File: config.mk
export PLATFORM = sky130hd
export DESIGN_NAME = routine_declaration_scanner_core
export DESIGN_NICKNAME = d
export VERILOG_FILES = /design/src/sv/rds_pkg.sv /design/src/sv/rds_classify.sv /design/src/sv/routine_declaration_scanner_core.sv
export VERILOG_INCLUDE_DIRS = /design/src /design/src/sv
export SDC_FILE = /design/constraint.sdc
export NUM_CORES = 1
export LEC_CHECK = 0
export BUFFER_PORTS_ARGS = -buffer_cell sky130_fd_sc_hd__buf_4
export CAP_MARGIN = 20
export CORE_MARGIN = 2
export CORE_UTILIZATION = 60
export DETAILED_ROUTE_END_ITERATION = 10
export PLACE_DENSITY = 0.78
export SLEW_MARGIN = 20
export SYNTH_ARGS = -nofsm -noshare
export SYNTH_HDL_FRONTEND = slang
export SYNTH_SLANG_ARGS = --single-unit
File: constraint.sdc
create_clock -name clk_i -period 4.75 [get_ports clk_i]
set_clock_uncertainty 0.05 [all_clocks]
set_input_delay 0.7125 -clock clk_i [delete_from_list [all_inputs] [get_ports clk_i]]
set_output_delay 0.7125 -clock clk_i [all_outputs]
set_load 0.005 [all_outputs]
File: src/sv/routine_declaration_scanner_core_defines.svh
// assertion macros shared by the scanner rtl
`ifndef ROUTINE_DECLARATION_SCANNER_CORE_DEFINES_SVH
`define ROUTINE_DECLARATION_SCANNER_CORE_DEFINES_SVH

// same-cycle implication, checked out of reset
`define RDS_ASSERT_IMP(lbl, ante, cons, msg) \
  lbl: assert property (@(posedge clk_i) disable iff (!rst_ni) (ante) |-> (cons)) \
    else $error(msg);

// next-cycle implication, checked out of reset
`define RDS_ASSERT_NXT(lbl, ante, cons, msg) \
  lbl: assert property (@(posedge clk_i) disable iff (!rst_ni) (ante) |=> (cons)) \
    else $error(msg);

`endif

File: src/sv/rds_pkg.sv
package rds_pkg;

  // keyword being matched
  typedef enum logic [2:0] {
    KW_E_PREFIX       = 3'd0,
    KW_END            = 3'd1,
    KW_EXIT           = 3'd2,
    KW_FUNCTION       = 3'd3,
    KW_SUB            = 3'd4,
    KW_CLOSE_FUNCTION = 3'd5,
    KW_CLOSE_SUB      = 3'd6
  } kw_e;

  // scanner position
  typedef enum logic [7:0] {
    MODE_DECIDE    = 8'b0000_0001,
    MODE_CLOSER    = 8'b0000_0010,
    MODE_KEY       = 8'b0000_0100,
    MODE_AFTER_KEY = 8'b0000_1000,
    MODE_NAME_WAIT = 8'b0001_0000,
    MODE_NAME      = 8'b0010_0000,
    MODE_STRING    = 8'b0100_0000,
    MODE_SKIP_LINE = 8'b1000_0000
  } scan_mode_e;

  // item sequencer
  typedef enum logic [2:0] {
    SEQ_IDLE = 3'b001,
    SEQ_EXEC = 3'b010,
    SEQ_REDO = 3'b100
  } seq_e;

  localparam int unsigned ProgW = 3;

  // classifier flags for one character
  typedef struct packed {
    logic space;
    logic ident;
    logic quote;
    logic apos;
    logic lc_e;
    logic lc_f;
    logic lc_s;
    logic lc_n;
    logic lc_x;
    logic kw_hit;
  } char_class_t;

  function automatic logic [3:0] kw_len(kw_e which);
    logic [3:0] len;
    unique case (which)
      KW_E_PREFIX:       len = 4'd1;
      KW_END:            len = 4'd3;
      KW_EXIT:           len = 4'd4;
      KW_FUNCTION:       len = 4'd8;
      KW_SUB:            len = 4'd3;
      KW_CLOSE_FUNCTION: len = 4'd8;
      KW_CLOSE_SUB:      len = 4'd3;
      default:           len = 4'd0;
    endcase
    return len;
  endfunction

  // expected lower-case keyword character at a given position
  function automatic logic [7:0] kw_char(kw_e which, logic [ProgW-1:0] pos);
    logic [63:0] txt;
    logic [63:0] shifted;
    unique case (which)
      KW_E_PREFIX:       txt = {"e", 56'h0};
      KW_END:            txt = {"end", 40'h0};
      KW_EXIT:           txt = {"exit", 32'h0};
      KW_FUNCTION:       txt = "function";
      KW_SUB:            txt = {"sub", 40'h0};
      KW_CLOSE_FUNCTION: txt = "function";
      KW_CLOSE_SUB:      txt = {"sub", 40'h0};
      default:           txt = 64'h0;
    endcase
    shifted = txt << {pos, 3'b000};
    return shifted[63:56];
  endfunction

endpackage

File: src/sv/rds_classify.sv
module rds_classify (
  input  logic [7:0]                 char_i,
  input  rds_pkg::kw_e               which_i,
  input  logic [rds_pkg::ProgW-1:0]  prog_i,
  output rds_pkg::char_class_t       cls_o
);

  logic [7:0] lc;

  // fold upper case onto lower case
  assign lc = (char_i >= "A" && char_i <= "Z") ? (char_i | 8'h20) : char_i;

  always_comb begin
    cls_o.space  = (char_i == 8'h20) || (char_i >= 8'h09 && char_i <= 8'h0D);
    cls_o.ident  = (char_i >= "0" && char_i <= "9") || (lc >= "a" && lc <= "z")
                   || (char_i == "_");
    cls_o.quote  = (char_i == 8'h22);
    cls_o.apos   = (char_i == 8'h27);
    cls_o.lc_e   = (lc == "e");
    cls_o.lc_f   = (lc == "f");
    cls_o.lc_s   = (lc == "s");
    cls_o.lc_n   = (lc == "n");
    cls_o.lc_x   = (lc == "x");
    cls_o.kw_hit = ({1'b0, prog_i} < rds_pkg::kw_len(which_i))
                   && (lc == rds_pkg::kw_char(which_i, prog_i));
  end

endmodule

File: src/sv/routine_declaration_scanner_core.sv
// an accepted item is worked in the following cycle, and a full output register
//   stalls that work cycle; its result, if any, is registered as the work completes
// the sequencer runs idle, work and idle again, with a redo pass when a keyword mismatch
//   re-runs the character through the shared classifier; items are taken only while idle
// reset: rst_ni is asynchronous, active low; scanner returns to line start
`include "routine_declaration_scanner_core_defines.svh"

module routine_declaration_scanner_core (
  input  logic       clk_i,
  input  logic       rst_ni,
  input  logic       in_valid_i,
  output logic       in_ready_o,
  input  logic [7:0] text_byte_i,
  input  logic       line_marker_i,
  output logic       out_valid_o,
  input  logic       out_ready_i,
  output logic [7:0] name_byte_o,
  output logic       routine_kind_o,
  output logic       name_last_o
);

  typedef struct packed {
    rds_pkg::scan_mode_e        mode;
    rds_pkg::kw_e               which;
    logic [rds_pkg::ProgW-1:0]  prog;
  } scan_next_t;

  // sequencer and input latch
  rds_pkg::seq_e seq_q, seq_d;
  logic [7:0]    char_q;
  logic          marker_q;

  // scanner state
  rds_pkg::scan_mode_e        mode_q;
  rds_pkg::kw_e               which_q;
  logic [rds_pkg::ProgW-1:0]  prog_q;
  logic [7:0]                 held_q;
  logic                       kind_q;

  // output register
  logic       out_valid_q, out_valid_d;
  logic [7:0] out_byte_q;
  logic       out_kind_q;
  logic       out_last_q;

  rds_pkg::char_class_t cls;
  scan_next_t           step_nxt;
  scan_next_t           redo_nxt;
  logic                 emit;
  logic                 emit_last;
  logic                 redo;
  logic                 held_load;
  logic                 kind_load;
  logic                 out_busy;
  logic                 exec_go;
  logic                 emit_go;
  logic [3:0]           prog_inc;
  rds_pkg::kw_e         key_which;
  logic                 key_ok;

  // decision position: whitespace, string, comment, or keyword start
  function automatic scan_next_t decide(rds_pkg::char_class_t c, logic closer,
                                        scan_next_t cur);
    scan_next_t n;
    n = cur;
    priority if (c.space) begin
      n.mode = closer ? rds_pkg::MODE_CLOSER : rds_pkg::MODE_DECIDE;
    end else if (c.quote) begin
      n.mode = rds_pkg::MODE_STRING;
    end else if (c.apos) begin
      n.mode = rds_pkg::MODE_SKIP_LINE;
    end else if (c.lc_e) begin
      n.mode  = rds_pkg::MODE_KEY;
      n.which = rds_pkg::KW_E_PREFIX;
      n.prog  = rds_pkg::ProgW'(1);
    end else if (c.lc_f) begin
      n.mode  = rds_pkg::MODE_KEY;
      n.which = closer ? rds_pkg::KW_CLOSE_FUNCTION : rds_pkg::KW_FUNCTION;
      n.prog  = rds_pkg::ProgW'(1);
    end else if (c.lc_s) begin
      n.mode  = rds_pkg::MODE_KEY;
      n.which = closer ? rds_pkg::KW_CLOSE_SUB : rds_pkg::KW_SUB;
      n.prog  = rds_pkg::ProgW'(1);
    end else begin
      n.mode = rds_pkg::MODE_DECIDE;
    end
    return n;
  endfunction

  // shared character classifier and keyword comparator
  rds_classify u_classify (
    .char_i  (char_q),
    .which_i (which_q),
    .prog_i  (prog_q),
    .cls_o   (cls)
  );

  assign in_ready_o = (seq_q == rds_pkg::SEQ_IDLE);
  assign out_busy   = out_valid_q && !out_ready_i;

  // keyword step: the e prefix forks into end or exit
  always_comb begin
    key_which = which_q;
    key_ok    = 1'b0;
    if (which_q == rds_pkg::KW_E_PREFIX) begin
      if (cls.lc_n) begin
        key_which = rds_pkg::KW_END;
        key_ok    = 1'b1;
      end else if (cls.lc_x) begin
        key_which = rds_pkg::KW_EXIT;
        key_ok    = 1'b1;
      end
    end else begin
      key_ok = cls.kw_hit;
    end
  end

  assign prog_inc = {1'b0, prog_q} + 4'd1;

  // one scan step for the latched item
  always_comb begin
    scan_next_t cur;
    cur       = '{mode: mode_q, which: which_q, prog: prog_q};
    step_nxt  = cur;
    emit      = 1'b0;
    emit_last = 1'b0;
    redo      = 1'b0;
    held_load = 1'b0;
    kind_load = 1'b0;
    if (marker_q) begin
      // line end flushes a pending name and clears partial matches
      emit      = (mode_q == rds_pkg::MODE_NAME);
      emit_last = 1'b1;
      step_nxt  = '{mode: rds_pkg::MODE_DECIDE, which: rds_pkg::KW_E_PREFIX,
                    prog: '0};
    end else begin
      unique case (mode_q)
        rds_pkg::MODE_DECIDE: step_nxt = decide(cls, 1'b0, cur);
        rds_pkg::MODE_CLOSER: step_nxt = decide(cls, 1'b1, cur);
        rds_pkg::MODE_KEY: begin
          if (!key_ok) begin
            // mismatch: re-examine this character as a fresh decision
            step_nxt.prog = '0;
            redo          = 1'b1;
          end else begin
            step_nxt.which = key_which;
            if (prog_inc >= rds_pkg::kw_len(key_which)) begin
              step_nxt.prog = '0;
              step_nxt.mode = (key_which == rds_pkg::KW_CLOSE_FUNCTION ||
                               key_which == rds_pkg::KW_CLOSE_SUB)
                              ? rds_pkg::MODE_SKIP_LINE : rds_pkg::MODE_AFTER_KEY;
            end else begin
              step_nxt.prog = prog_inc[rds_pkg::ProgW-1:0];
            end
          end
        end
        rds_pkg::MODE_AFTER_KEY: begin
          if (cls.space) begin
            if (which_q == rds_pkg::KW_END || which_q == rds_pkg::KW_EXIT) begin
              step_nxt.mode = rds_pkg::MODE_CLOSER;
            end else if (which_q == rds_pkg::KW_FUNCTION ||
                         which_q == rds_pkg::KW_SUB) begin
              kind_load     = 1'b1;
              step_nxt.mode = rds_pkg::MODE_NAME_WAIT;
            end else begin
              step_nxt.mode = rds_pkg::MODE_DECIDE;
            end
          end else begin
            step_nxt = decide(cls, 1'b0, cur);
          end
        end
        rds_pkg::MODE_NAME_WAIT: begin
          if (cls.space) begin
            step_nxt = cur;
          end else if (cls.ident) begin
            held_load     = 1'b1;
            step_nxt.mode = rds_pkg::MODE_NAME;
          end else begin
            step_nxt = decide(cls, 1'b0, cur);
          end
        end
        rds_pkg::MODE_NAME: begin
          // held character goes out once the next one tells if it was last
          emit = 1'b1;
          if (cls.ident) begin
            held_load = 1'b1;
          end else begin
            emit_last = 1'b1;
            step_nxt  = decide(cls, 1'b0, cur);
          end
        end
        rds_pkg::MODE_STRING: begin
          if (cls.quote) begin
            step_nxt.mode = rds_pkg::MODE_DECIDE;
          end
        end
        rds_pkg::MODE_SKIP_LINE: step_nxt = cur;
        default:                 step_nxt = decide(cls, 1'b0, cur);
      endcase
    end
  end

  // second pass after a mismatch
  always_comb begin
    scan_next_t cur;
    cur      = '{mode: mode_q, which: which_q, prog: prog_q};
    redo_nxt = decide(cls, 1'b0, cur);
  end

  assign exec_go = (seq_q == rds_pkg::SEQ_EXEC) && !(emit && out_busy);
  assign emit_go = exec_go && emit;

  always_comb begin
    seq_d = seq_q;
    unique case (seq_q)
      rds_pkg::SEQ_IDLE: if (in_valid_i) seq_d = rds_pkg::SEQ_EXEC;
      rds_pkg::SEQ_EXEC: if (exec_go) seq_d = redo ? rds_pkg::SEQ_REDO : rds_pkg::SEQ_IDLE;
      rds_pkg::SEQ_REDO: seq_d = rds_pkg::SEQ_IDLE;
      default:           seq_d = rds_pkg::SEQ_IDLE;
    endcase
  end

  always_comb begin
    out_valid_d = out_valid_q;
    if (emit_go) begin
      out_valid_d = 1'b1;
    end else if (out_ready_i) begin
      out_valid_d = 1'b0;
    end
  end

  always_ff @(posedge clk_i or negedge rst_ni) begin
    if (!rst_ni) begin
      seq_q       <= rds_pkg::SEQ_IDLE;
      mode_q      <= rds_pkg::MODE_DECIDE;
      which_q     <= rds_pkg::KW_E_PREFIX;
      prog_q      <= '0;
      out_valid_q <= 1'b0;
    end else begin
      seq_q       <= seq_d;
      out_valid_q <= out_valid_d;
      if (exec_go) begin
        mode_q  <= step_nxt.mode;
        which_q <= step_nxt.which;
        prog_q  <= step_nxt.prog;
      end else if (seq_q == rds_pkg::SEQ_REDO) begin
        mode_q  <= redo_nxt.mode;
        which_q <= redo_nxt.which;
        prog_q  <= redo_nxt.prog;
      end
    end
  end

  // payload registers
  always_ff @(posedge clk_i) begin
    if (in_valid_i && in_ready_o) begin
      char_q   <= text_byte_i;
      marker_q <= line_marker_i;
    end
    if (exec_go && held_load) begin
      held_q <= char_q;
    end
    if (exec_go && kind_load) begin
      kind_q <= (which_q == rds_pkg::KW_SUB);
    end
    if (emit_go) begin
      out_byte_q <= held_q;
      out_kind_q <= kind_q;
      out_last_q <= emit_last;
    end
  end

  assign out_valid_o    = out_valid_q;
  assign name_byte_o    = out_byte_q;
  assign routine_kind_o = out_kind_q;
  assign name_last_o    = out_last_q;

  // the second pass only follows a keyword mismatch in the work cycle
  `RDS_ASSERT_IMP(a_redo_after_exec, seq_q == rds_pkg::SEQ_REDO, $past(seq_q) == rds_pkg::SEQ_EXEC && $past(mode_q) == rds_pkg::MODE_KEY, "redo without keyword mismatch")
  // a name character is only sent while a name is being collected
  `RDS_ASSERT_IMP(a_emit_in_name, emit_go, mode_q == rds_pkg::MODE_NAME, "result outside a name")
  // a partial keyword always has at least one matched character
  `RDS_ASSERT_IMP(a_key_progress, mode_q == rds_pkg::MODE_KEY && seq_q != rds_pkg::SEQ_REDO, prog_q != '0, "keyword match with no progress")
  // a stalled result blocks the work cycle from emitting another
  `RDS_ASSERT_NXT(a_no_overwrite, seq_q == rds_pkg::SEQ_EXEC && emit && out_busy, seq_q == rds_pkg::SEQ_EXEC, "work cycle left while result stalled")

endmodule

[Word level (Yosys, flattened, before mapping)]
Index checks and enable logic that the tools add are counted.
Storage, ports and cells
  memories: 0
  word-level logic and storage cells: 180
  latch bits: 0
  flip-flop bits (word level): 46
  memory bits (writable): 0
  ROM bits: 0
  output and inout bits: 12
Operators by class
  mux-type cells: 76
  shift operators: 1
  equal/unequal tests: 46
  order comparisons: 10
  divide/modulo/power cells: 0
  reductions and logical operators: 34
  multiply operators: 0
  bitwise gates (word level): 0
  add/sub/neg operators: 1
Operators by type and width (count)
  $pmux W63 S5: 1
  $mux W8: 13
  $mux W14: 7
  $shl A63 B6 Y64: 1
  $mux W6: 10
  $eq A8 B7 Y1 const B: 7
  $pmux W8 S7: 1
  $mux W3: 13
  $ne A4 B4 Y1 const B: 9
  $eq A8 B6 Y1 const B: 4
  $pmux W4 S4: 2
  $pmux W6 S5: 1
  $eq A3 B3 Y1 const B: 7
  $mux W1: 20
  $ge A8 B7 Y1 const B: 2
  $le A8 B7 Y1 const B: 2
  $eq A3 B2 Y1 const B: 5
  $logic_and A1 B1 Y1: 12
  $mux W4: 3
  $mux W11: 1
  $mux W5: 2
  $reduce_and A10 Y1: 1
  $eq A3 B1 Y1 const B: 3
  $reduce_and A9 Y1: 1
  other kinds (26): 40

[Logic depth before layout (Yosys ltp)]
  word-level depth: 19
  gate-level depth with buffers: 15
  mapped depth without buffers: 13

[Cells and area by module]
From an unflattened synthesis, not the netlist that was laid out.
Second synthesis, totals
  cells, all modules: 385
  area, all modules: 3490.8 um2
Modules (own cells, without submodules)
  routine_declaration_scanner_core: area an instance 2766.4 um2, cells an instance 268, instances 1
  rds_classify: area an instance 724.4 um2, cells an instance 117, instances 1

[Least setup slack after synthesis]
OpenSTA, ideal clock, no wires.
  kind: flip-flop to flip-flop
  start point: register char_q[0]
  end point: register mode_q[0]
  data required time: 4.618 ns
  arrival time: 3.343 ns
  stages on the path, launching flop included: 14
  setup time: 0.082 ns
  slack: 1.276 ns
  path buffers: 1
  cell sequence: edfxtp_1 -> or4b_4 -> o31ai_1 -> o21ai_0 -> ha_1 -> nand2b_1 -> a21o_1 -> a21o_1 -> a211o_1 -> o31ai_1 -> a221o_1 -> clkbuf_1 -> nor3_1 -> nor3_1
On the way
  longest elaborated chain between the ends: 16
  elaborated cells between the ends (all ways): 72
  classes of those cells: order compare: 9; eq/ne: 21; mux: 30; reduce/logical: 12
Ends and longest elaborated chain
  start: declaration: RTL line routine_declaration_scanner_core.sv:30  | logic [7:0] char_q;
  start signal: assignment: RTL line routine_declaration_scanner_core.sv:257  | char_q <= text_byte_i;
  $ge A8 B7 Y1 / $le A8 B7 Y1 (equally long branches): RTL line rds_classify.sv:11  | assign lc = (char_i >= "A" && char_i <= "Z") ? (char_i | 8'h20) : char_i;
  $logic_and A1 B1 Y1: RTL line rds_classify.sv:11
  $mux W6: RTL line rds_classify.sv:11
  $eq A8 B7 Y1: RTL line rds_classify.sv:23  | cls_o.lc_x = (lc == "x");
  $mux W3: RTL line routine_declaration_scanner_core.sv:109  | end else if (cls.lc_x) begin
  $mux W3: RTL line routine_declaration_scanner_core.sv:106  | if (cls.lc_n) begin
  $mux W3: RTL line routine_declaration_scanner_core.sv:105  | if (which_q == rds_pkg::KW_E_PREFIX) begin
  $eq A3 B3 Y1, or another cell as far along: RTL line rds_pkg.sv:51  | unique case (which)
  $reduce_or A3 Y1 (no line) / $reduce_or A2 Y1 (equally long branches)
  $pmux W4 S4: RTL line rds_pkg.sv:51
  $mux W4: RTL line routine_declaration_scanner_core.sv:141  | if (!key_ok) begin
  $mux W4: RTL line routine_declaration_scanner_core.sv:137  | unique case (mode_q)
  $mux W4: RTL line routine_declaration_scanner_core.sv:130  | if (marker_q) begin
  $ge A4 B4 Y1: RTL line routine_declaration_scanner_core.sv:147  | if (prog_inc >= rds_pkg::kw_len(key_which)) begin
  $ne A4 B4 Y1 (no line)
  $reduce_and A7 Y1 (no line)
  end signal: assignment: RTL line routine_declaration_scanner_core.sv:235  | mode_q <= rds_pkg::MODE_DECIDE;
  end signal: assignment: RTL line routine_declaration_scanner_core.sv:243  | mode_q <= step_nxt.mode;
  end signal: assignment: RTL line routine_declaration_scanner_core.sv:247  | mode_q <= redo_nxt.mode;
  end: declaration: RTL line routine_declaration_scanner_core.sv:34  | rds_pkg::scan_mode_e mode_q;
Several ways; a longest one is shown, not always the timed one. The select of a mux whose other input is x is not followed.
A chain may end at the register's enable or synchronous reset.

[Final worst setup path]
Ends and elaborated chain as after synthesis.

==> impl_metrics.tcl <==
set metrics [dict create \
    status "finished clean" \
    tightestPinTransition_ns 0.960 \
    die_x_um 79.3 \
    utilization 0.672 \
    cts_htree_levels 2 \
    track_usage 0.306 \
    grt_overflow 0 \
    clockBufferDepth 2 \
    syn-num-nets 403 \
    synth_largest_area_cell "edfxtp_1" \
    cp_data_required_time_ns 4.92 \
    crit_arrival_ns 4.24 \
    netlist_instances 383 \
    timing.hold.ws_ns 0.214 \
    cts_buffers 5 \
    nFillCells 465 \
    hold_violations 0 \
    hold_class "primary input to async pin" \
    syn-cell-area_um2 3400 \
    post_cts_buffers 0 \
    synthTopCellsByArea "edfxtp_1 (25%), dfrtp_1 (12%), nor2_1 (3.6%)" \
    final_common_cell "nor2_1" \
    synth_warnings 0 \
    fin_crit_ns 4.06 \
    hold_buffers 0 \
    start_kind "register" \
    start_util 0.618 \
    vias_per_cell 6.98 \
    vdd_drop_max_v 0.000241 \
    cts-root-buf "clkbuf_8" \
    die_h_um 79.3 \
    clock.fmax_mhz 246 \
    synthFlopType "edfxtp_1" \
    place_ws_ns 0.779 \
    dpl_cell_area_um2 3610 \
    syn_area_per_cell_um2 8.89 \
    maxSlewHeadroom 0.356 \
    synth_top_area_frac 0.247 \
    drt.antenna.violating_nets 0 \
    final_cell_mix "nor2_1 (33), buf_4 (30), edfxtp_1 (28), nand2_1 (26), a21oi_1 (23)" \
    critPathBufInv 0 \
    cp_top_family "compound AO/OA/AOI/OAI gates" \
    p_seq_frac 0.409 \
    slew_viol_final 0 \
    cp_cell_sequence "or4b_4 -> o31ai_1 -> o21ai_0 -> ha_1 -> nand2b_1 -> a21o_1 -> a21o_1 -> a211o_1 -> o31ai_1 -> a221o_1 -> nor3_1 -> nor3_1" \
    post_cts_resized 0 \
    regArea_um2 1290 \
    tritoncts "done" \
    diodes 0 \
    port_buffers 24 \
    place_congestion 0.953 \
    drt-total-wl_um 9050 \
    layout.nets 412 \
    p_comb_frac 0.396 \
    grt_max_degree 26 \
    finalSetupViolCount 0 \
    core_um2 5510 \
    swShare 0.395 \
    finalSetupTns_ns 0 \
    synth_edf_count 28 \
    async_reset_ff_frac 0.391 \
    multiInputGateArea_um2 1960 \
    die-area_um2 6290 \
    hpwl_um 6650 \
    avgRoutedWirePerCell_um 19.5 \
    vias 3246 \
    clk_pin_slew_ns 0.09 \
    drive_gt1_frac 0.155 \
    p_int_mw 0.769 \
    rsz0062_at_grt "false" \
    power_density_nw_per_um2 344 \
    clock_latency_ns 0.30 \
    boundaryPins 25 \
    grt_pass1_wl_um 15100 \
    postLayoutCellArea_um2 3700 \
    syn_to_final_growth_pct 8.75 \
    crit_slowest_cell "or4b_4" \
    worstSetupEndpointType "register" \
    cp_max_fo 17 \
    num_rows 27 \
    maxCapViolCount 0 \
    crit_type "register to register" \
    yosysSeqAreaShare 0.380 \
    slowest_delay_ns 0.64 \
    timing.final.crit_share 0.856 \
    cts_sinks 46 \
    p_clk_frac 0.195 \
    p_leak_nw 1.33 \
    yosys_register_bits 46 \
    first_pass_iters 7 \
    grt_pass1_vias 3018 \
    antenna_found_initial 0 \
    drc 0 \
    drt_iter0_drc 311 \
    layout_setup_ws_ns 0.685 \
    switchingPower_mw 0.503 \
    synth.distinct_cells 70 \
]
-- final timing paths --
kind	from	endpoint	slack (ns)	depth (start not counted)
setup / recovery	char_q[0]	mode_q[0]	0.69	12
hold / removal	rst_ni	which_q[1]	0.21	1
setup reg to reg	char_q[0]	mode_q[0]	0.69	12
hold reg to reg	held_q[7]	name_byte_o[7]	0.37	0
max in group asynchronous	rst_ni	seq_q[0]	4.18	1
min in group clk_i	held_q[7]	name_byte_o[7]	0.37	0
-- logic make-up (layout without fill, tap and decap cells) --
| group | after synthesis | in the layout | share of synthesized area |
|---|---|---|---|
| and+or+nand+nor | 160 | 160 | 0.270 |
| buffers and inverters | 38 | 48 | 0.0434 |
| adders and majority gates | 7 | 7 | 0.0257 |
| xor gates and xnor gates | 6 | 6 | 0.0154 |
| DFF | 46 | 46 | 0.380 |
| AOI/OAI and AO/OA | 126 | 126 | 0.265 |
-- registers in the layout (all words and copies together) (netlist names) --
register        cells
held_q              8
which_q             3
routine_kind_o      1
kind_q              1
name_last_o         1
mode_q              8
char_q              8
out_valid_o         1
prog_q              3
name_byte_o         8
marker_q            1
seq_q               3
-- cell usage after synthesis, drive strengths merged (6+ instances only) --
master / n
nor2: 33
edfxtp: 28
a21oi: 27
nand2: 26
clkbuf: 22
nor3: 20
dfrtp: 16
o21ai: 16
nand2b: 11
inv: 9
nor2b: 9
a21o: 7
ha: 7
nand3: 7
nor3b: 7
buf: 6
nor4: 6
-- per-layer routing --
layer / up-vias / part of all wire / track usage / wire (um)
met4: 0 / 0.018 / 0.0914 / 163
met5: - / 0 / 0 / 0
met3: 18 / 0.067 / 0.0489 / 609
li1: 1507 / - / - / -
met2: 155 / 0.49 / 0.496 / 4390
met1: 1566 / 0.43 / 0.425 / 3880
-- power groups by stage --
stage | Combinational [mW] | Clock (mW) | Sequential, mW
floorplan | 0.415 | 0 | 0.473
global placement | 0.487 | 0 | 0.525
detailed placement | 0.491 | 0 | 0.525
CTS | 0.493 | 0.248 | 0.516
global route | 0.552 | 0.264 | 0.524
finish | 0.504 | 0.248 | 0.520
-- metrics by stage --
stage	power [mW]	instances
after floorplan	0.888	383
after global placement	1.01	457
after detailed placement	1.02	457
after CTS	1.26	465
after global routing	1.34	465
final	1.27	465
-- final cells by class --
type	count	area share
Sequential cell	46	0.350
Clock buffer	5	0.0186
Tap cell	72	0.0243
Clock inverter	3	0.00642
Timing Repair Buffer	30	0.0609
Multi-Input combinational cell	299	0.530
Inverter	10	0.0101
Note: power is estimated with default switching activity, not from simulation.
